## src/hw/rtl/pseq_pkg.sv

```systemverilog
// pseq_pkg: shared types and constants for the power sequencer
// item and result structs, queue job record, spi command codes, register indexes
// no dependencies

package pseq_pkg;

  localparam int SAMPLE_BITS = 10;
  localparam int QUEUE_DEPTH = 4;
  localparam int QPTR_BITS   = $clog2(QUEUE_DEPTH);

  localparam logic [9:0]  AC_THR_RESET   = 10'd530;
  localparam logic [9:0]  BATT_THR_RESET = 10'd300;
  localparam logic [7:0]  HOLD_RESET     = 8'd51;
  localparam logic [11:0] SHDN_RESET     = 12'd850;
  localparam logic [7:0]  DUTY_RESET     = 8'd128;
  localparam logic [7:0]  HOLD_SAT       = 8'd255;
  localparam logic [7:0]  REPLY_MARK     = 8'hA8;
  localparam logic [7:0]  STATUS_IRQ     = 8'h40;
  localparam logic [7:0]  STATUS_NO_IRQ  = 8'h45;
  localparam logic [1:0]  TRIPLE_LAST    = 2'd2;
  localparam logic [1:0]  TRIPLE_MID     = 2'd1;

  localparam logic [7:0] CMD_SET_DUTY  = 8'h40;
  localparam logic [7:0] CMD_READ_AC   = 8'h41;
  localparam logic [7:0] CMD_READ_BATT = 8'h42;
  localparam logic [7:0] CMD_SHUTDOWN  = 8'h43;
  localparam logic [7:0] CMD_PANEL_OFF = 8'h44;
  localparam logic [7:0] CMD_STATUS    = 8'h45;

  typedef enum logic [1:0] {
    REG_AC_THR   = 2'd0,
    REG_BATT_THR = 2'd1,
    REG_HOLD     = 2'd2,
    REG_SHDN     = 2'd3
  } reg_index_t;

  typedef enum logic {
    ACT_TICK = 1'b0,
    ACT_SPI  = 1'b1
  } action_t;

  typedef struct packed {
    logic                   action;
    logic                   button;
    logic [SAMPLE_BITS-1:0] ac_level;
    logic [SAMPLE_BITS-1:0] batt_level;
    logic [7:0]             spi_byte;
  } item_t;

  typedef struct packed {
    logic       reply_valid;
    logic [7:0] reply_byte;
    logic       last;
    logic [7:0] pwm_duty;
    logic       host_power;
    logic       panel_on;
    logic       battery_select;
    logic       red_led;
    logic       green_led;
    logic       irq_pulse;
  } result_t;

  typedef struct packed {
    logic [7:0] pwm_duty;
    logic       host_power;
    logic       panel_on;
    logic       battery_select;
    logic       red_led;
    logic       green_led;
    logic       irq_pulse;
  } status_t;

  typedef enum logic [1:0] {
    JOB_PLAIN  = 2'd0,
    JOB_REPLY  = 2'd1,
    JOB_TRIPLE = 2'd2
  } job_kind_t;

  typedef struct packed {
    job_kind_t  kind;
    logic [7:0] byte_hi;
    logic [7:0] byte_lo;
    status_t    status;
  } job_t;

endpackage

```

## src/hw/rtl/pseq_front.sv

```systemverilog
// pseq_front: accepts items, holds the sequencer state and config registers,
// and turns each item into one job record for the queue
// depends on pseq_pkg

module pseq_front (
  input  logic                  clk,
  input  logic                  rst,
  input  logic                  wr_en,
  input  logic [1:0]            wr_index,
  input  logic [11:0]           wr_data,
  input  logic                  accept,
  input  pseq_pkg::item_t       item,
  output pseq_pkg::job_t        job
);

  typedef enum logic [1:0] {
    PH_IDLE    = 2'd0,
    PH_HOLD    = 2'd1,
    PH_RELEASE = 2'd2
  } phase_t;

  logic [9:0]  ac_threshold;
  logic [9:0]  batt_threshold;
  logic [7:0]  hold_ticks;
  logic [11:0] shutdown_ticks;

  logic        powered, powered_next;
  logic        panel_state, panel_state_next;
  logic        ac_ok, ac_ok_next;
  logic        batt_ok, batt_ok_next;
  logic [pseq_pkg::SAMPLE_BITS-1:0] ac_sample, ac_sample_next;
  logic [pseq_pkg::SAMPLE_BITS-1:0] batt_sample, batt_sample_next;
  phase_t      press_phase, press_phase_next;
  logic [7:0]  hold_count, hold_count_next;
  logic [11:0] shutdown_count, shutdown_count_next;
  logic [7:0]  duty, duty_next;
  logic        irq_seen, irq_seen_next;
  logic        expect_duty, expect_duty_next;
  logic        red, red_next;
  logic        green, green_next;

  logic        irq;
  logic        finish;
  logic        busy;
  logic [pseq_pkg::SAMPLE_BITS-1:0] sel_sample;

  always_comb begin
    powered_next        = powered;
    panel_state_next    = panel_state;
    ac_ok_next          = ac_ok;
    batt_ok_next        = batt_ok;
    ac_sample_next      = ac_sample;
    batt_sample_next    = batt_sample;
    press_phase_next    = press_phase;
    hold_count_next     = hold_count;
    shutdown_count_next = shutdown_count;
    duty_next           = duty;
    irq_seen_next       = irq_seen;
    expect_duty_next    = expect_duty;
    red_next            = red;
    green_next          = green;
    irq                 = 1'b0;
    finish              = 1'b0;
    busy                = (shutdown_count != '0) || (press_phase != PH_IDLE);
    sel_sample          = (item.spi_byte == pseq_pkg::CMD_READ_AC) ? ac_sample : batt_sample;
    job.kind            = pseq_pkg::JOB_PLAIN;
    job.byte_hi         = 8'(sel_sample >> 8) | pseq_pkg::REPLY_MARK;
    job.byte_lo         = sel_sample[7:0];

    if (item.action == pseq_pkg::ACT_TICK) begin
      if (shutdown_count != '0) begin
        shutdown_count_next = shutdown_count - 12'd1;
        finish = (shutdown_count == 12'd1);
      end else if (press_phase == PH_HOLD) begin
        if (!item.button) begin
          press_phase_next = PH_IDLE;
        end else begin
          hold_count_next = (hold_count < pseq_pkg::HOLD_SAT) ? hold_count + 8'd1 : hold_count;
          if (hold_count_next >= hold_ticks) begin
            powered_next     = 1'b1;
            panel_state_next = 1'b1;
            red_next         = 1'b0;
            green_next       = 1'b1;
            press_phase_next = PH_RELEASE;
          end
        end
      end else if (!(press_phase == PH_RELEASE && item.button)) begin
        // release seen: drop a rejected-press red unless powered
        if (press_phase == PH_RELEASE && !powered) red_next = 1'b0;
        press_phase_next = PH_IDLE;
        ac_sample_next   = item.ac_level;
        batt_sample_next = item.batt_level;
        ac_ok_next       = item.ac_level >= ac_threshold;
        batt_ok_next     = item.batt_level >= batt_threshold;
        if (item.button) begin
          if (powered) begin
            if (panel_state) begin
              panel_state_next = 1'b0;
              irq_seen_next    = 1'b1;
              irq              = 1'b1;
              red_next         = 1'b1;
            end else begin
              panel_state_next = 1'b1;
              red_next         = 1'b0;
            end
            press_phase_next = PH_RELEASE;
          end else if (ac_ok_next || batt_ok_next) begin
            hold_count_next  = '0;
            press_phase_next = PH_HOLD;
          end else begin
            red_next         = 1'b1;
            green_next       = 1'b0;
            press_phase_next = PH_RELEASE;
          end
        end
      end
    end else if (!busy) begin
      if (expect_duty) begin
        duty_next        = item.spi_byte;
        expect_duty_next = 1'b0;
      end else begin
        case (item.spi_byte)
          pseq_pkg::CMD_READ_AC, pseq_pkg::CMD_READ_BATT: begin
            job.kind = pseq_pkg::JOB_TRIPLE;
          end
          pseq_pkg::CMD_STATUS: begin
            job.kind    = pseq_pkg::JOB_REPLY;
            job.byte_hi = irq_seen ? pseq_pkg::STATUS_IRQ : pseq_pkg::STATUS_NO_IRQ;
          end
          pseq_pkg::CMD_SET_DUTY: begin
            expect_duty_next = 1'b1;
          end
          pseq_pkg::CMD_SHUTDOWN: begin
            powered_next        = 1'b0;
            red_next            = 1'b1;
            shutdown_count_next = shutdown_ticks;
            finish              = (shutdown_ticks == '0);
          end
          pseq_pkg::CMD_PANEL_OFF: begin
            panel_state_next = 1'b0;
            irq_seen_next    = 1'b1;
            irq              = 1'b1;
            if (powered) red_next = 1'b1;
          end
          default: begin
          end
        endcase
      end
    end

    // end of the shutdown countdown, or at once when the shutdown count is zero
    if (finish) begin
      if (panel_state_next) begin
        panel_state_next = 1'b0;
        irq_seen_next    = 1'b1;
        irq              = 1'b1;
      end
      powered_next        = 1'b0;
      red_next            = 1'b0;
      green_next          = 1'b0;
      press_phase_next    = PH_IDLE;
      shutdown_count_next = '0;
    end

    job.status.pwm_duty       = duty_next;
    job.status.host_power     = powered_next || (shutdown_count_next != '0);
    job.status.panel_on       = panel_state_next;
    job.status.battery_select = !ac_ok_next && batt_ok_next;
    job.status.red_led        = red_next;
    job.status.green_led      = green_next;
    job.status.irq_pulse      = irq;
  end

  always_ff @(posedge clk) begin
    if (rst) begin
      ac_threshold   <= pseq_pkg::AC_THR_RESET;
      batt_threshold <= pseq_pkg::BATT_THR_RESET;
      hold_ticks     <= pseq_pkg::HOLD_RESET;
      shutdown_ticks <= pseq_pkg::SHDN_RESET;
    end else if (wr_en) begin
      case (wr_index)
        pseq_pkg::REG_AC_THR:   ac_threshold   <= wr_data[9:0];
        pseq_pkg::REG_BATT_THR: batt_threshold <= wr_data[9:0];
        pseq_pkg::REG_HOLD:     hold_ticks     <= wr_data[7:0];
        pseq_pkg::REG_SHDN:     shutdown_ticks <= wr_data;
        default: begin
        end
      endcase
    end
  end

  always_ff @(posedge clk) begin
    if (rst) begin
      powered        <= 1'b0;
      panel_state    <= 1'b0;
      ac_ok          <= 1'b0;
      batt_ok        <= 1'b0;
      ac_sample      <= '0;
      batt_sample    <= '0;
      press_phase    <= PH_IDLE;
      hold_count     <= '0;
      shutdown_count <= '0;
      duty           <= pseq_pkg::DUTY_RESET;
      irq_seen       <= 1'b0;
      expect_duty    <= 1'b0;
      red            <= 1'b0;
      green          <= 1'b0;
    end else if (accept) begin
      powered        <= powered_next;
      panel_state    <= panel_state_next;
      ac_ok          <= ac_ok_next;
      batt_ok        <= batt_ok_next;
      ac_sample      <= ac_sample_next;
      batt_sample    <= batt_sample_next;
      press_phase    <= press_phase_next;
      hold_count     <= hold_count_next;
      shutdown_count <= shutdown_count_next;
      duty           <= duty_next;
      irq_seen       <= irq_seen_next;
      expect_duty    <= expect_duty_next;
      red            <= red_next;
      green          <= green_next;
    end
  end

endmodule

```

## src/hw/rtl/pseq_queue.sv

```systemverilog
// pseq_queue: short job queue between front and back
// depends on pseq_pkg

module pseq_queue (
  input  logic           clk,
  input  logic           rst,
  input  logic           push,
  input  pseq_pkg::job_t push_job,
  output logic           full,
  input  logic           pop,
  output logic           empty,
  output pseq_pkg::job_t head
);

  pseq_pkg::job_t                   slots [pseq_pkg::QUEUE_DEPTH];
  logic [pseq_pkg::QPTR_BITS-1:0]   wr_ptr;
  logic [pseq_pkg::QPTR_BITS-1:0]   rd_ptr;
  logic [pseq_pkg::QPTR_BITS:0]     count;
  logic                             do_push;
  logic                             do_pop;

  assign full    = (count == (pseq_pkg::QPTR_BITS+1)'(pseq_pkg::QUEUE_DEPTH));
  assign empty   = (count == '0);
  assign head    = slots[rd_ptr];
  assign do_push = push && !full;
  assign do_pop  = pop && !empty;

  always_ff @(posedge clk) begin
    if (do_push) slots[wr_ptr] <= push_job;
  end

  always_ff @(posedge clk) begin
    if (rst) begin
      wr_ptr <= '0;
      rd_ptr <= '0;
      count  <= '0;
    end else begin
      if (do_push) wr_ptr <= wr_ptr + 1'b1;
      if (do_pop)  rd_ptr <= rd_ptr + 1'b1;
      case ({do_push, do_pop})
        2'b10:   count <= count + 1'b1;
        2'b01:   count <= count - 1'b1;
        default: count <= count;
      endcase
    end
  end

endmodule

```

## src/hw/rtl/pseq_back.sv

```systemverilog
// pseq_back: expands queued jobs into result items and holds the output register
// a reading job gives three items: marked high bits, low byte, xor check
// depends on pseq_pkg

module pseq_back (
  input  logic              clk,
  input  logic              rst,
  input  logic              q_empty,
  input  pseq_pkg::job_t    q_head,
  output logic              q_pop,
  output logic              empty,
  input  logic              pop,
  output pseq_pkg::result_t result
);

  logic              out_valid;
  logic [1:0]        part;
  logic              advance;
  logic              last_part;
  pseq_pkg::result_t build;

  assign empty     = !out_valid;
  assign advance   = !out_valid || pop;
  assign last_part = (q_head.kind != pseq_pkg::JOB_TRIPLE) || (part == pseq_pkg::TRIPLE_LAST);
  assign q_pop     = advance && !q_empty && last_part;

  always_comb begin
    build.pwm_duty       = q_head.status.pwm_duty;
    build.host_power     = q_head.status.host_power;
    build.panel_on       = q_head.status.panel_on;
    build.battery_select = q_head.status.battery_select;
    build.red_led        = q_head.status.red_led;
    build.green_led      = q_head.status.green_led;
    build.irq_pulse      = q_head.status.irq_pulse;
    build.last           = last_part;
    case (q_head.kind)
      pseq_pkg::JOB_REPLY: begin
        build.reply_valid = 1'b1;
        build.reply_byte  = q_head.byte_hi;
      end
      pseq_pkg::JOB_TRIPLE: begin
        build.reply_valid = 1'b1;
        if (part == pseq_pkg::TRIPLE_LAST)     build.reply_byte = q_head.byte_hi ^ q_head.byte_lo;
        else if (part == pseq_pkg::TRIPLE_MID) build.reply_byte = q_head.byte_lo;
        else                                   build.reply_byte = q_head.byte_hi;
      end
      default: begin
        build.reply_valid = 1'b0;
        build.reply_byte  = '0;
      end
    endcase
  end

  always_ff @(posedge clk) begin
    if (rst) begin
      out_valid <= 1'b0;
      part      <= '0;
    end else if (advance) begin
      out_valid <= !q_empty;
      if (!q_empty) part <= last_part ? 2'd0 : part + 2'd1;
    end
  end

  always_ff @(posedge clk) begin
    if (advance && !q_empty) result <= build;
  end

endmodule

```

## src/hw/rtl/power_sequencer_with_spi_commands.sv

```systemverilog
// power_sequencer_with_spi_commands: top level of the host power sequencer
// instantiates pseq_front, pseq_queue and pseq_back; types from pseq_pkg
//
//   channel   handshake            payload
//   input     push / full          item   (pseq_pkg::item_t)
//   result    empty / pop          result (pseq_pkg::result_t)
//   config    wr_en                wr_index, wr_data
//
// an item is classified and applied to the state in the cycle it is accepted;
// its results pass through the job queue and then the output register
// a tick or plain command gives one result and a reading gives three, one per cycle
// while pop keeps taking them, so the back end sets the pace of the output
// a four-entry job queue lets the input keep going while results stall on pop
// rst is synchronous; it restores register defaults and clears queue and output

module power_sequencer_with_spi_commands (
  input  logic              clk,
  input  logic              rst,
  input  logic              push,
  output logic              full,
  input  pseq_pkg::item_t   item,
  output logic              empty,
  input  logic              pop,
  output pseq_pkg::result_t result,
  input  logic              wr_en,
  input  logic [1:0]        wr_index,
  input  logic [11:0]       wr_data
);

  pseq_pkg::job_t new_job;
  pseq_pkg::job_t head_job;
  logic           accept;
  logic           q_empty;
  logic           q_pop;

  assign accept = push && !full;

  pseq_front u_front (
    .clk      (clk),
    .rst      (rst),
    .wr_en    (wr_en),
    .wr_index (wr_index),
    .wr_data  (wr_data),
    .accept   (accept),
    .item     (item),
    .job      (new_job)
  );

  pseq_queue u_queue (
    .clk      (clk),
    .rst      (rst),
    .push     (accept),
    .push_job (new_job),
    .full     (full),
    .pop      (q_pop),
    .empty    (q_empty),
    .head     (head_job)
  );

  pseq_back u_back (
    .clk     (clk),
    .rst     (rst),
    .q_empty (q_empty),
    .q_head  (head_job),
    .q_pop   (q_pop),
    .empty   (empty),
    .pop     (pop),
    .result  (result)
  );

endmodule

```

## config.mk

```make
export PLATFORM = sky130hd
export DESIGN_NAME = power_sequencer_with_spi_commands
export DESIGN_NICKNAME = d
export VERILOG_FILES = /design/src/hw/rtl/pseq_pkg.sv /design/src/hw/rtl/pseq_front.sv /design/src/hw/rtl/pseq_queue.sv /design/src/hw/rtl/pseq_back.sv /design/src/hw/rtl/power_sequencer_with_spi_commands.sv
export SDC_FILE = /design/constraint.sdc
export NUM_CORES = 1
export LEC_CHECK = 0
export ABC_CLOCK_PERIOD_IN_PS = 4350
export BUFFER_PORTS_ARGS = -buffer_cell sky130_fd_sc_hd__buf_2
export CAP_MARGIN = 10
export CORE_AREA = 2 2 172 174
export CTS_BUF_LIST = sky130_fd_sc_hd__clkbuf_8 sky130_fd_sc_hd__clkbuf_16
export DETAILED_ROUTE_END_ITERATION = 8
export DIE_AREA = 0 0 174 176
export HOLD_SLACK_MARGIN = 0.12
export PLACE_DENSITY_LB_ADDON = 0.08
export SYNTH_ARGS = -nofsm -noshare
export SYNTH_HDL_FRONTEND = slang
export SYNTH_SLANG_ARGS = --single-unit
```

## constraint.sdc

```tcl
create_clock -name clk -period 4.35 [get_ports clk]
set_input_delay 0.6525 -clock clk [delete_from_list [all_inputs] [get_ports clk]]
set_output_delay 0.6525 -clock clk [all_outputs]
set_load 0.01 [all_outputs]
```

-- Word-level counts from Yosys, hierarchy flattened
Memory sizes are Yosys's and may differ from the RTL's. A register that Yosys moved wholly into a read port is not among the register bits.
Index checks and enable logic that the tools add are counted.
- logic and storage cells: 244
- input port bits: 49
- flip-flop bits (word level): 132
- output and inout port bits: 26
- bits in writable memories: 128
- memories: 1
- memories (name ; words ; bits a word ; read ports ; clocked after Yosys merged registers in ; write ports ; line ; source):
    u_queue.slots ; 4 ; 32 ; 1 ; 1 ; 1 ; pseq_queue.sv:15 ; pseq_pkg::job_t slots [pseq_pkg::QUEUE_DEPTH];
- muxes and demuxes: 128
- magnitude comparators: 4
- add/sub/neg operators: 7
- reductions and logical operators: 37
- bitwise operators: 7
- equality and inequality tests: 27
- operators with widths (kind ; count):
    $mux 8 ; 13
    $mux 1 ; 87
    $mux 12 ; 6
    $eq 8x7->1 const B ; 6
    $mux 10 ; 4
    $mux 2 ; 13
    $reduce_bool 12->1 ; 2
    $ge 10x10->1 ; 2
    $pmux 9 s2 ; 1
    $eq 12x1->1 const B ; 1
    $eq 2x2->1 const B ; 6
    $logic_not 12->1 ; 1
    $sub 12x1->12 const B ; 1
    $eq 2x1->1 const B ; 5
    $reduce_and 2->1 ; 5
    $reduce_and 5->1 ; 2
    $add 8x1->8 const B ; 1
    $ge 8x8->1 ; 1
    $logic_and 1x1->1 ; 8
    $lt 8x8->1 const B ; 1
    $reduce_and 8->1 ; 1
    $reduce_bool 2->1 ; 4
    $xor 8x8->8 ; 1
    $add 2x1->2 const B ; 3
    18 further kinds ; 35

-- Logic depth before layout (Yosys ltp)
Gate-level depths: netlist (run 1).
- word-level depth: 11
- gate-level depth with buffers: 15
- gate-level depth less buffers: 14

-- Hierarchy
A second synthesis (run 1) with hierarchy kept.
- cell total of the unflattened synthesis: 1064
- area, all modules: 12181.7 sq um
- modules (own cells, without submodules) (module ; times used ; cells each ; area each (sq um) ; seq. area each (sq um)):
    pseq_front ; 1 ; 753 ; 5794.3 ; 1961.9
    pseq_queue ; 1 ; 221 ; 5143.7 ; 4023.9
    pseq_back ; 1 ; 89 ; 1229.9 ; 780.7
    power_sequencer_with_spi_commands ; 1 ; 1 ; 13.8 ; 0.0

-- Worst setup path before layout (run 1)
OpenSTA, ideal clock, no wires.
- path type: input-to-reg
- start: in pop
- end: reg u_queue.count[2] (netlist bit)
- stages on the path: 9
- slack: 634 ps
- data arrival time: 3646 ps
- path buffers: 0
- cells stage by stage: inv_1 > a21oi_1 > and2_1 > ha_1 > inv_1 > fa_1 > xor2_1 > or3_1 > a21oi_1
- longest elaborated chain between the ends: 6
- elaborated cells between the ends (all ways): 8
- those cells by class: eq/ne (2); mux (1); reduce/logical (5)
- ends and longest elaborated chain (item ; line ; source):
    start, declared ; power_sequencer_with_spi_commands.sv:23 ; input logic pop,
    $logic_or 1x1->1 * ; pseq_back.sv:23 ; assign advance = !out_valid || pop;
    $logic_and 1x1->1 * (2 in series) ; pseq_back.sv:25 ; assign q_pop = advance && !q_empty && last_part;
    $logic_and 1x1->1 * ; pseq_queue.sv:26 ; assign do_pop = pop && !empty;
    via u_queue.do_pop ; pseq_queue.sv:20 ; logic do_pop;
    $eq 2x1->1 / $eq 2x2->1 (equally long branches) ; pseq_queue.sv:40 ; case ({do_push, do_pop})
    $pmux 3 s2 / $reduce_bool 2->1 (equally long branches) ; - ;
    end signal, assigned ; pseq_queue.sv:41 ; 2'b10: count <= count + 1'b1;
    end signal, assigned ; pseq_queue.sv:42 ; 2'b01: count <= count - 1'b1;
    end signal, assigned ; pseq_queue.sv:43 ; default: count <= count;
    end, declared ; pseq_queue.sv:18 ; logic [pseq_pkg::QPTR_BITS:0] count;
The timed path passes the listed nets; every way through them passes the cells marked *.
A chain may end at the register's enable or synchronous reset.

==> summary.md, run 1 <==
| Metric | Value |
|---|---|
| Status | `completed` |
| Area grow syn2layout | `14.9%` |
| Setup-violating endpoint count in the final report | `0` |
| WS Path Type | `flop to flop` |
| Detailed router's first-iteration violation count | `556` |
| DRT Pass-1 Iters | `5` |
| TritonCTS Buffers | `28` |
| HP Start | `wr_data[11]` |
| Fill cells | `between 2000 and 3000` |
| Post-Syn Instances | `slightly above 1000` |
| R2R setup slack | `around 0.33 ns` |
| Synth Register Bits | `246` |
| Post-CTS Setup Inserts | `0` |
| Vias in the first global route | `around 7800` |
| Synth Area in Compound Gates | `between 10% and 20%` |
| WL final | `roughly 27 mm` |
| Post-DP HPWL | `19.0 mm` |
| Final Util | `between 40% and 50%` |
| Die width | `around 170 um` |
| Reg2reg path depth | `13` |
| Antenna cells | `0` |
| Avg Inst Size Synth | `about 11 sq um` |
| Area of the multi-input gates | `between 0.004 and 0.005 sq mm` |
| Io pins | `75` |
| Period minus WS final | `4.02 ns` |
| Hold Path End | `u_front.shutdown_ticks[11]` |
| Routability cong. | `0.852` |
| Largest net degree at the start of global routing | `72` |
| FFs w/ async S/R, synth | `0%` |
| Worst EP required | `4.65 ns` |
| Clk sinks | `roughly 250` |
| # DRC | `0` |
| Critical Path, Cell by Cell | `ha_1, and2_0, nand3_1, nand4_1, or2_2, xnor2_1, ha_1, nand4_1, o311ai_0, and2_1, nor3b_1, nor4_2, o211ai_1` |
| Predominant post-synthesis flop cell | `edfxtp_1` |
| Total Neg Setup Slack | `0 ns` |
| Slowest cell delay on critical path | `0.47 ns` |
| Pwr Density | `545 mW/mm^2` |
| Unrepaired setup endpoints after global routing | `no` |
| Max frequency | `about 0.25 GHz` |
| # resized after CTS | `0` |
| Synthesized area | `about 0.011 sq mm` |
| Full die area | `roughly 0.031 sq mm` |
| Leak | `about 4.8 nW` |
| Crit start category | `flop` |
| Commonest non-fill, non-tap cell in the layout | `nand2_1` |
| CTS tree | `yes` |
| IO Port Bufs | `74` |
| Largest family of logic cells by synthesized area | `simple AND/OR/NAND/NOR gates` |
| CP Capture Type | `flop` |
| CTS root buf | `clkbuf_16` |
| Max VDD drop | `between 0.0003 and 0.0004 V` |
| GR Overflow Total | `0` |
| Syn Nets | `about 1100` |
| CP delay by family, top | `simple AND/OR/NAND/NOR gates` |
| Slew @ Worst Pin | `just over 0.9 ns` |
| Worst Hold Class | `input port to flop` |
| Area share of xor/xnor cells in the synthesized design | `under 10%` |
| # nets final | `~1200` |
| Mux contribution to synthesized area | `under 10%` |
| Initial antenna violation count | `0` |
| Area of the core | `roughly 0.029 sq mm` |
| Share of cells above drive strength 1 | `18.9%` |
| Adder-Cell Fraction of Synth Area | `under 10%` |
| # hold bufs at CTS | `0` |
| Clock Skew | `approximately 0.008 ns` |
| Commonest cells after routing, fill and taps aside | `193 x nand2_1, 136 x edfxtp_1, 109 x dfxtp_1, 86 x a21oi_1, 74 x buf_2` |
| Clock latency on the worst-skew pair | `~0.53 ns` |
| Design Power | `around 0.0071 W` |
| Final period utilization | `a little over 90%` |
| Clock Tree Buf Depth | `3` |
| Final hold vios | `0` |
| Slew headroom | `38.3%` |
| Clock transition at path regs | `0.06 ns` |
| # H-tree levels | `1` |
| Number of flops mapped to enable cells by yosys | `~140` |
| Number of max-cap violations | `0` |
| Initial core utilization | `39.9%` |
| Die height | `between 150 and 200 um` |
| CP max-delay cell | `o311ai_0` |
| Synth warn | `0` |
| Simple logic cell fraction of the synthesized area | `16.5%` |
| Detail Route Antenna Nets | `0` |
| Rows | `between 60 and 70` |
| First-pass GRT wire length | `about 43 mm` |
| Number of library cell types mapped by synthesis | `about 80` |
| Gr usage total | `around 18%` |
| Worst Path Buf+Inv | `0` |
| Reg-to-Reg Start | `u_front.hold_count[0]` |
| DR WL/cell | `around 18 um` |
| Vias per Instance | `around 5.2` |
| Sequential-to-total area share from yosys stat | `a little under three fifths` |
| Slew Viols, Final | `0` |
| Hold path cells | `3` |
| Register area | `approximately 0.0063 sq mm` |
| CP max FO | `6` |
| Routed via count | `around 8000` |
| RR Endpoint | `u_queue.slots[0][5]` |
| Worst EP arrival | `approximately 4.3 ns` |
## worst max-delay path by stage
stage                          startpoint             endpoint  depth (start not counted)
floorplan                             pop     u_queue.count[2]                          9
finish              u_front.hold_count[0]  u_queue.slots[0][5]                         13
global route        u_front.hold_count[0]  u_queue.slots[0][5]                         13
CTS                 u_front.hold_count[0]  u_queue.slots[0][5]                         13
detailed placement  u_front.hold_count[0]  u_queue.slots[0][5]                         13
global placement    u_front.hold_count[0]  u_queue.slots[0][5]                         13
## synth_stat cells, drive strengths merged (7+ instances only)
| master | count | area share [%] |
|---|---|---|
| nand2 | 194 | 6.4 |
| mux2i | 9 | 0.79 |
| edfxtp | 136 | 36 |
| dfxtp | 110 | 19 |
| xor2 | 9 | 0.69 |
| o211ai | 13 | 0.86 |
| nand3 | 28 | 1.3 |
| nor2 | 61 | 2.1 |
| nor3 | 14 | 0.76 |
| nand4 | 9 | 0.49 |
| nor4b | 8 | 0.97 |
| ha | 41 | 4.5 |
| clkbuf | 37 | 1.2 |
| mux2 | 18 | 1.8 |
| and2 | 8 | 0.46 |
| a211oi | 13 | 0.94 |
| nor4 | 10 | 0.92 |
| nor2b | 12 | 0.66 |
| a21oi | 89 | 4.0 |
| o21ai | 29 | 1.3 |
| mux4 | 28 | 5.5 |
| a32oi | 7 | 0.54 |
| inv | 50 | 1.6 |
| or2 | 8 | 0.44 |
| buf | 10 | 0.66 |
| xnor2 | 9 | 0.69 |
## flip-flops by register name (all words and copies together), names as in the netlist, 2 cells and up, named ones only
signal,count
u_front.duty,8
u_front.hold_ticks,8
u_front.hold_count,8
u_front.ac_sample,10
u_front.batt_sample,10
u_back.part,2
u_front.shutdown_count,12
u_front.ac_threshold,10
u_front.batt_threshold,10
u_front.shutdown_ticks,12
u_queue.wr_ptr,2
u_front.press_phase,2
u_queue.rd_ptr,2
u_queue.slots,112
u_queue.count,3
u_back.result,24
## final cells by class
cell class              instances  share of cell area, %
well taps                     384                   3.67
clock inverters                19                   1.05
inverters                      52                   1.49
clock buffers                  33                   6.05
multi-input cells             685                   36.0
flip-flops and latches        246                   48.1
repair buffers                 89                   3.69
## layer usage
metal	GRT usage (%)	up-vias	wire (um)
met5	0	-	0
met4	3.89	0	452
met3	2.28	35	917
met2	30.3	136	12700
met1	24.5	3727	12800
li1	-	3886	-
## power by group
| part | internal (W) | switching [W] |
|---|---|---|
| logic | 0.000706 | 0.00108 |
| clock network | 0.00140 | 0.000910 |
| registers | 0.00287 | 0.000158 |
## metrics by stage
| stage | hold WS (ns) | setup slack, ns | cell area, sq um | std cells |
|---|---|---|---|---|
| global placement | 0.439 | 0.580 | 12200 | 1456 |
| floorplan | 0.433 | 0.634 | 11400 | 1030 |
| detailed placement | 0.446 | 0.394 | 12200 | 1456 |
| finish | 0.370 | 0.334 | 13100 | 1508 |
| global route | 0.364 | 0.124 | 13100 | 1508 |
| CTS | 0.354 | 0.367 | 13100 | 1508 |
## worst min-delay path, cell delays in order
cell and delay (ns):
buf_2 0.10, nand2_1 0.05, a21oi_1 0.05
## cells by family (layout without fill, tap and decap cells)
group / after synthesis / after routing
DFF: 246 / 246
and+or+nand+nor: 382 / 382
muxes: 55 / 55
AOI/OAI and AO/OA: 187 / 187
xor gates and xnor gates: 18 / 18
buffers and inverters: 99 / 193
adders and majority gates: 43 / 43
Note: power is estimated with default switching activity, not from simulation.
==> run 2, diff against run 1 <==
Settings changed: ABC_AREA set to 1, CORE_AREA 2 2 172 174 to 2 2 173 175, DIE_AREA 0 0 174 176 to 0 0 175 177, RECOVER_POWER set to 25.
==> summary.md, run 2 <==
| Metric | Value |
|---|---|
| Violated checks | `capacitance limit, slew limit` |
| # resized after CTS | `0 (unchanged)` |
| Slew headroom | `-24.6% (-63 points)` |
| WS Path Type | `flop to flop` |
| Max reg flops | `112 (unchanged)` |
| Worst Hold Class | `input port to flop` |
| CTS root buf | `clkbuf_16` |
| Ranking of synthesized cells by instance count | `195 x nand2_1, 180 x nor2_1, 138 x o21ai_0` |
| Period minus WS final | `3.12 ns (-0.895 ns)` |
| Synth warn | `0 (unchanged)` |
| Synthesized area | `0.0114 sq mm (+0.44%)` |
| Met3 usage | `2.41% (+0.12 points)` |
| Met2 Resource Use GR | `29.1% (-1.2 points)` |
| Fill cells | `2929 (+5.0%)` |
| Gr usage total | `18.0% (+0.19 points)` |
| Biggest registers after layout | `u_queue.slots x112, u_back.result x24` |
| Synth Register Bits | `246 (unchanged)` |
| Number of flops mapped to enable cells by yosys | `136 (unchanged)` |
| Full die area | `0.0310 sq mm (+1.1%)` |
| Top cell type's share of synthesized area | `35.7% (-0.16 points)` |
| Number of library cell types mapped by synthesis | `55 (-32%)` |
| Vias per Instance | `4.91 (-4.9%)` |
| Final period utilization | `71.7% (-21 points)` |
| Share of cells above drive strength 1 | `10.2% (-8.7 points)` |
| Final hold vios | `0 (unchanged)` |
| CP max FO | `20 (+14)` |
| HP Start | `item[23]` |
| Final Util | `44.7% (-1.1 points)` |
| Number of max-cap violations | `2 (+2)` |
| DRT Pass-1 Iters | `5 (unchanged)` |
| Synth area leaders | `edfxtp_1 36%, dfxtp_1 19%, nand2_1 6.4%` |
| First-pass GRT wire length | `44.6 mm (+2.5%)` |
| Top Usage Layer GRT | `met2` |
| Worst EP arrival | `3.55 ns (-0.76 ns)` |
| Clk sinks | `246 (unchanged)` |
| Detailed router's first-iteration violation count | `549 (-1.3%)` |
| M1 GR Usage | `26.0% (+1.5 points)` |
| Final Cell Area | `0.0131 sq mm (about the same)` |
| Area of the core | `0.0292 sq mm (+2.4%)` |
| Predominant post-synthesis flop cell | `edfxtp_1` |
| # hold bufs at CTS | `0 (unchanged)` |
| CP Capture Type | `flop` |
| GR Overflow Total | `0 (unchanged)` |
| Design Power | `0.00709 W (-0.54%)` |
| Status | `finished, violations left` |
| WL final | `27.7 mm (+3.2%)` |
| Largest net degree at the start of global routing | `51 (-29%)` |
| Avg Inst Size Synth | `9.02 sq um (-18%)` |
| Clock Skew | `0.00811 ns (+0.0000756 ns)` |
| Clock transition at path regs | `0.06 ns (about the same)` |
| Largest register by flop count | `u_queue.slots` |
| Clock latency on the worst-skew pair | `0.55 ns (+0.02 ns)` |
| Die width | `175 um (+0.57%)` |
| Routed via count | `8577 (+10%)` |
| DR WL/cell | `15.8 um (-11%)` |
| Syn Nets | `1359 (+21%)` |
| Area grow syn2layout | `14.3%` |
| Routability cong. | `0.852 (about the same)` |
| Post-CTS Setup Inserts | `0 (unchanged)` |
| Unrepaired setup endpoints after global routing | `no` |
| # H-tree levels | `1 (unchanged)` |
| Slew @ Worst Pin | `1.87 ns (+0.949 ns)` |
| Worst EP required | `4.78 ns (+0.13 ns)` |
| # nets final | `1427 (+20%)` |
| Setup-violating endpoint count in the final report | `0 (unchanged)` |
| CTS tree | `yes` |
| Pwr Density | `542 mW/mm^2 (-0.44%)` |
| Initial antenna violation count | `1 (+1)` |
| Post-Syn Instances | `1268 (+23%)` |
| Detail Route Antenna Nets | `0 (unchanged)` |
| Cell Area, Placed | `0.0122 sq mm (+0.43%)` |
| Post-DP HPWL | `18.8 mm (-0.71%)` |
| IO Port Bufs | `74 (unchanged)` |
| Slew Viols, Final | `58 (+58)` |
| Cell taking the most area after synthesis | `edfxtp_1` |
| Commonest non-fill, non-tap cell in the layout | `nand2_1` |
| Most common cell in the synthesized netlist | `nand2_1` |
| Crit start category | `flop` |
| Initial core utilization | `39.1% (-0.78 points)` |
| Total Neg Setup Slack | `0 ns (unchanged)` |
| TritonCTS Buffers | `27 (-3.6%)` |
| Pre-CTS setup slack | `1.28 ns (+0.886 ns)` |
| Register area | `0.00629 sq mm (about the same)` |
| Die height | `177 um (+0.57%)` |
| Antenna cells | `0 (unchanged)` |
| FFs w/ async S/R, synth | `0% (unchanged)` |
| Leak | `5.27 nW (+10%)` |
| Vias in the first global route | `8135 (+4.6%)` |
| Sequential-to-total area share from yosys stat | `54.9% (-0.24 points)` |
| Io pins | `75 (unchanged)` |
| Post-route setup slack | `1.23 ns (+0.895 ns)` |
| # DRC | `0 (unchanged)` |
| Rows | `63 (+1.6%)` |
| Area of the multi-input gates | `0.00443 sq mm (-5.9%)` |
| Commonest cells after routing, fill and taps aside | `195 x nand2_1, 176 x nor2_1, 138 x o21ai_0, 136 x edfxtp_1, 129 x inv_1` |
| Max frequency | `0.321 GHz (+29%)` |
| Clock Tree Buf Depth | `3 (unchanged)` |
| Max VDD drop | `0.000340 V (+3.9%)` |
[run 2: where the power goes]
| part | switching [W] | leakage (nW) | internal, W | total, W |
|---|---|---|---|---|
| Clock | 0.000936 | 0.484 | 0.00142 | 0.00235 |
| Combinational | 0.00120 | 2.62 | 0.000513 | 0.00171 |
| Sequential | 0.000132 | 2.17 | 0.00289 | 0.00303 |
[run 2: cells by family (layout without fill, tap and decap cells)]
family                   Yosys count  count (layout)  share of synthesized area (%)
AO/OA/AOI/OAI                    289             289                           13.7
adder cells (fa/ha/maj)           42              42                           4.66
XOR/XNOR                          11              11                          0.842
buffers and inverters            183             272                           6.42
AND/OR/NAND/NOR                  486             486                           18.4
flip-flops                       246             246                           54.9
multiplexers                      11              11                           1.07
[run 2: worst paths after layout]
path / end / slack (ns) / cells after the start
setup / recovery: u_queue.count[2] / 1.23 / 14
hold / removal: u_front.ac_sample[5] / 0.39 / 3
setup reg to reg: u_queue.count[2] / 1.23 / 14
hold reg to reg: u_front.batt_sample[8] / 0.46 / 2
[run 2: critical path, stage by stage (launching register included)]
cell	delay (ns)
dfxtp_1	0.73
inv_1	0.27
nand2_1	0.11
a32oi_1	0.12
ha_1	0.30
nand2_1	0.17
nand2_1	0.09
inv_1	0.08
ha_1	0.14
inv_1	0.08
fa_1	0.44
a21oi_1	0.15
o21ai_0	0.11
o21ai_0	0.16
a21oi_1	0.06
[run 2: through the flow]
stage          hold slack, ns  std cells
5_1_grt                 0.392       1747
3_3_place_gp            0.439       1697
4_1_cts                 0.370       1747
6_report                0.386       1747
2_1_floorplan           0.422       1268
3_5_place_dp            0.449       1697
[run 2: layer usage]
| layer | part of all wire [%] | vias up |
|---|---|---|
| met1 | 50 | 3952 |
| met3 | 3.4 | 36 |
| li1 | - | 4445 |
| met4 | 1.7 | 2 |
| met2 | 45 | 142 |
| met5 | 0.047 | - |
[run 2: final cells by class]
type                    instances  share of cell area (%)
clock buffers                  33                    5.80
clock inverters                17                    1.33
inverters                     134                    3.92
multi-input cells             839                    33.9
flip-flops and latches        246                    48.1
well taps                     390                    3.73
repair buffers                 88                    3.24
==> run 3, diff against run 2 <==
Settings changed: ABC_CLOCK_PERIOD_IN_PS 4350 to 3100.
Clock period 4.35 ns to 3.1 ns, I/O delays scaled along.
==> summary.md, run 3 (same netlist as run 2, synthesis figures left out) <==
| Metric | Value |
|---|---|
| Detail Route Antenna Nets | `0 (unchanged)` |
| CP dominant cell by count | `nand2_1` |
| RR Endpoint | `u_queue.slots[3][5]` |
| Pwr Density | `732 mW/mm^2 (+35%)` |
| Commonest cells after routing, fill and taps aside | `194 x nand2_1, 175 x nor2_1, 137 x o21ai_0, 136 x edfxtp_1, 132 x inv_1` |
| Unrepaired setup endpoints after global routing | `no` |
| Final hold vios | `0 (unchanged)` |
| Cell depth of the worst setup path | `18 (+4)` |
| Clk sinks | `246 (unchanged)` |
| Post-DP HPWL | `19.0 mm (+0.84%)` |
| Reg-to-Reg Start | `u_front.hold_count[0]` |
| Clock transition at path regs | `0.07 ns (about the same)` |
| Worst Path Buf+Inv | `2 (-1)` |
| # nets final | `1443 (+1.1%)` |
| Gr usage total | `18.1% (+0.11 points)` |
| Io pins | `75 (unchanged)` |
| Number of max-cap violations | `0 (-2)` |
| Routability cong. | `0.839 (-1.5%)` |
| Setup-violating endpoint count in the final report | `0 (unchanged)` |
| Commonest non-fill, non-tap cell in the layout | `nand2_1` |
| DR WL/cell | `15.7 um (-1.0%)` |
| # hold bufs at CTS | `0 (unchanged)` |
| Worst EP arrival | `3.05 ns (-0.50 ns)` |
| # DRC | `0 (unchanged)` |
| Routed via count | `8643 (+0.77%)` |
| Clock latency on the worst-skew pair | `0.53 ns (-0.02 ns)` |
| Period minus WS final | `2.83 ns (-0.293 ns)` |
| R2R setup slack | `0.27 ns (-0.96 ns)` |
| Slew @ Worst Pin | `1.45 ns (-0.420 ns)` |
| Worst EP required | `3.32 ns (-1.46 ns)` |
| WL final | `27.6 mm (-0.22%)` |
| Initial core utilization | `39.1% (unchanged)` |
| Final Cell Area | `0.0131 sq mm (+0.46%)` |
| Detailed router's first-iteration violation count | `443 (-19%)` |
| Crit path launch | `u_front.hold_count[0]` |
| Vias per Instance | `4.91 (about the same)` |
| CTS tree | `yes` |
| DRT Pass-1 Iters | `5 (unchanged)` |
| Reg2reg path depth | `18 (+4)` |
| CP Capture Point | `u_queue.slots[3][5]` |
| Largest net degree at the start of global routing | `57 (+12%)` |
| CP max FO | `8 (-60%)` |
| Total Neg Setup Slack | `0 ns (unchanged)` |
| CP delay by family, top | `simple AND/OR/NAND/NOR gates` |
| IO Port Bufs | `74 (unchanged)` |
| Largest register by flop count | `u_queue.slots` |
| # H-tree levels | `1 (unchanged)` |
| CP max-delay cell | `dfxtp_2` |
| Die height | `177 um (unchanged)` |
| First-pass GRT wire length | `44.8 mm (+0.60%)` |
| Max VDD drop | `0.000400 V (+18%)` |
| Antenna cells | `0 (unchanged)` |
| WS Path Type | `flop to flop` |
| Full die area | `0.0310 sq mm (unchanged)` |
| Clock Tree Buf Depth | `3 (unchanged)` |
| Biggest registers after layout | `u_queue.slots x112, u_back.result x24` |
| Rows | `63 (unchanged)` |
| CTS root buf | `clkbuf_16` |
| Cell Area, Placed | `0.0123 sq mm (+1.0%)` |
| Worst Hold Class | `input port to flop` |
| Fill cells | `2859 (-2.4%)` |
| TritonCTS Buffers | `27 (unchanged)` |
| Crit start category | `flop` |
| GR Overflow Total | `0 (unchanged)` |
| Share of cells above drive strength 1 | `11.7% (+1.6 points)` |
| Slowest cell delay on critical path | `0.34 ns (-0.39 ns)` |
| CP Capture Type | `flop` |
| Max frequency | `0.354 GHz (+10%)` |
| Critical Path, Cell by Cell | `ha_2, nand2_1, inv_1, nand4_1, nor2_4, nand2_4, buf_4, nand2_1, ha_1, a21o_1, nor2_1, nand3_1, nand2_1, nor2_1, nand2_1, o21ai_0, nand2_1, nand4_1` |
| Final period utilization | `91.2% (+19 points)` |
| Design Power | `0.00961 W (+36%)` |
| Initial antenna violation count | `1 (unchanged)` |
| Slew Viols, Final | `0 (-100%)` |
| Die width | `175 um (unchanged)` |
| Status | `completed` |
| Area grow syn2layout | `14.8%` |
| Max reg flops | `112 (unchanged)` |
| Vias in the first global route | `8332 (+2.4%)` |
| Leak | `5.35 nW (+1.5%)` |
| Slew headroom | `3.35% (+28 points)` |
| Clock Skew | `0.0220 ns (+0.0139 ns)` |
| Area of the core | `0.0292 sq mm (unchanged)` |
-- run 3: cell count changes in the layout (fill, tap and decap cells not counted), moves of 2 or more --
cell	delta
clkbuf_8	-4
buf_4	+14
dfxtp_1	-2
buf_2	+7
clkinv_1	+2
inv_1	+3
buf_12	+2
dfxtp_2	+2
bufinv_16	-3
clkbuf_1	-7
-- run 3: layout make-up --
type | count | area (sq um) | area share (%)
timing repair buffer | 104 | 577 | 4.39
inverter | 134 | 513 | 3.91
sequential | 246 | 6290 | 47.9
clock buffer | 30 | 728 | 5.55
clock inverter | 18 | 78.8 | 0.600
tap | 390 | 488 | 3.72
multi-input combinational | 839 | 4460 | 33.9
-- run 3: stage by stage --
step / worst slack (ns) / hold slack [ns] / std cells / utilization (%)
after floorplan: 0.327 / 0.422 / 1268 / -
after global placement: 0.219 / 0.433 / 1710 / 42.2
after detailed placement: 0.0989 / 0.444 / 1710 / 42.2
after CTS: 0.0658 / 0.197 / 1758 / 44.9
after global routing: 0.00417 / 0.215 / 1761 / 44.9
final: 0.273 / 0.225 / 1761 / 44.9
-- run 3: tightest hold or removal path, delay by kind of cell --
family | cells | cell delay (ns)
buffers and inverters | 1 | 0.07
AO/OA/AOI/OAI | 2 | 0.17
-- run 3: worst min path at each step --
stage	cells past startpoint	endpoint	start
finish	3	u_front.shutdown_ticks[11]	wr_data[11]
CTS	3	u_front.ac_sample[5]	item[23]
global route	3	u_front.shutdown_ticks[9]	wr_data[9]
global placement	1	u_queue.count[0]	u_queue.count[0]
detailed placement	2	u_front.irq_seen	u_front.irq_seen
floorplan	1	u_queue.count[0]	u_queue.count[0]
-- run 3: report_power, final --
part	switching, W	total, W	leakage [nW]	internal (W)
Combinational	0.00171	0.00249	2.75	0.000776
Clock	0.00123	0.00290	0.434	0.00167
Sequential	0.000163	0.00422	2.17	0.00406
-- run 3: routing by layer --
layer,part of all wire (%),global-route usage [%]
met5,0.051,0
met4,1.5,3.75
met3,3.5,2.51
met2,47,30.7
met1,48,24.9
-- run 3: repair_timing --
action	in CTS	in global routing
resized for setup	0	10
hold endpoints to repair	0	0
setup buffers	0	3
endpoints found under the setup margin	0	26
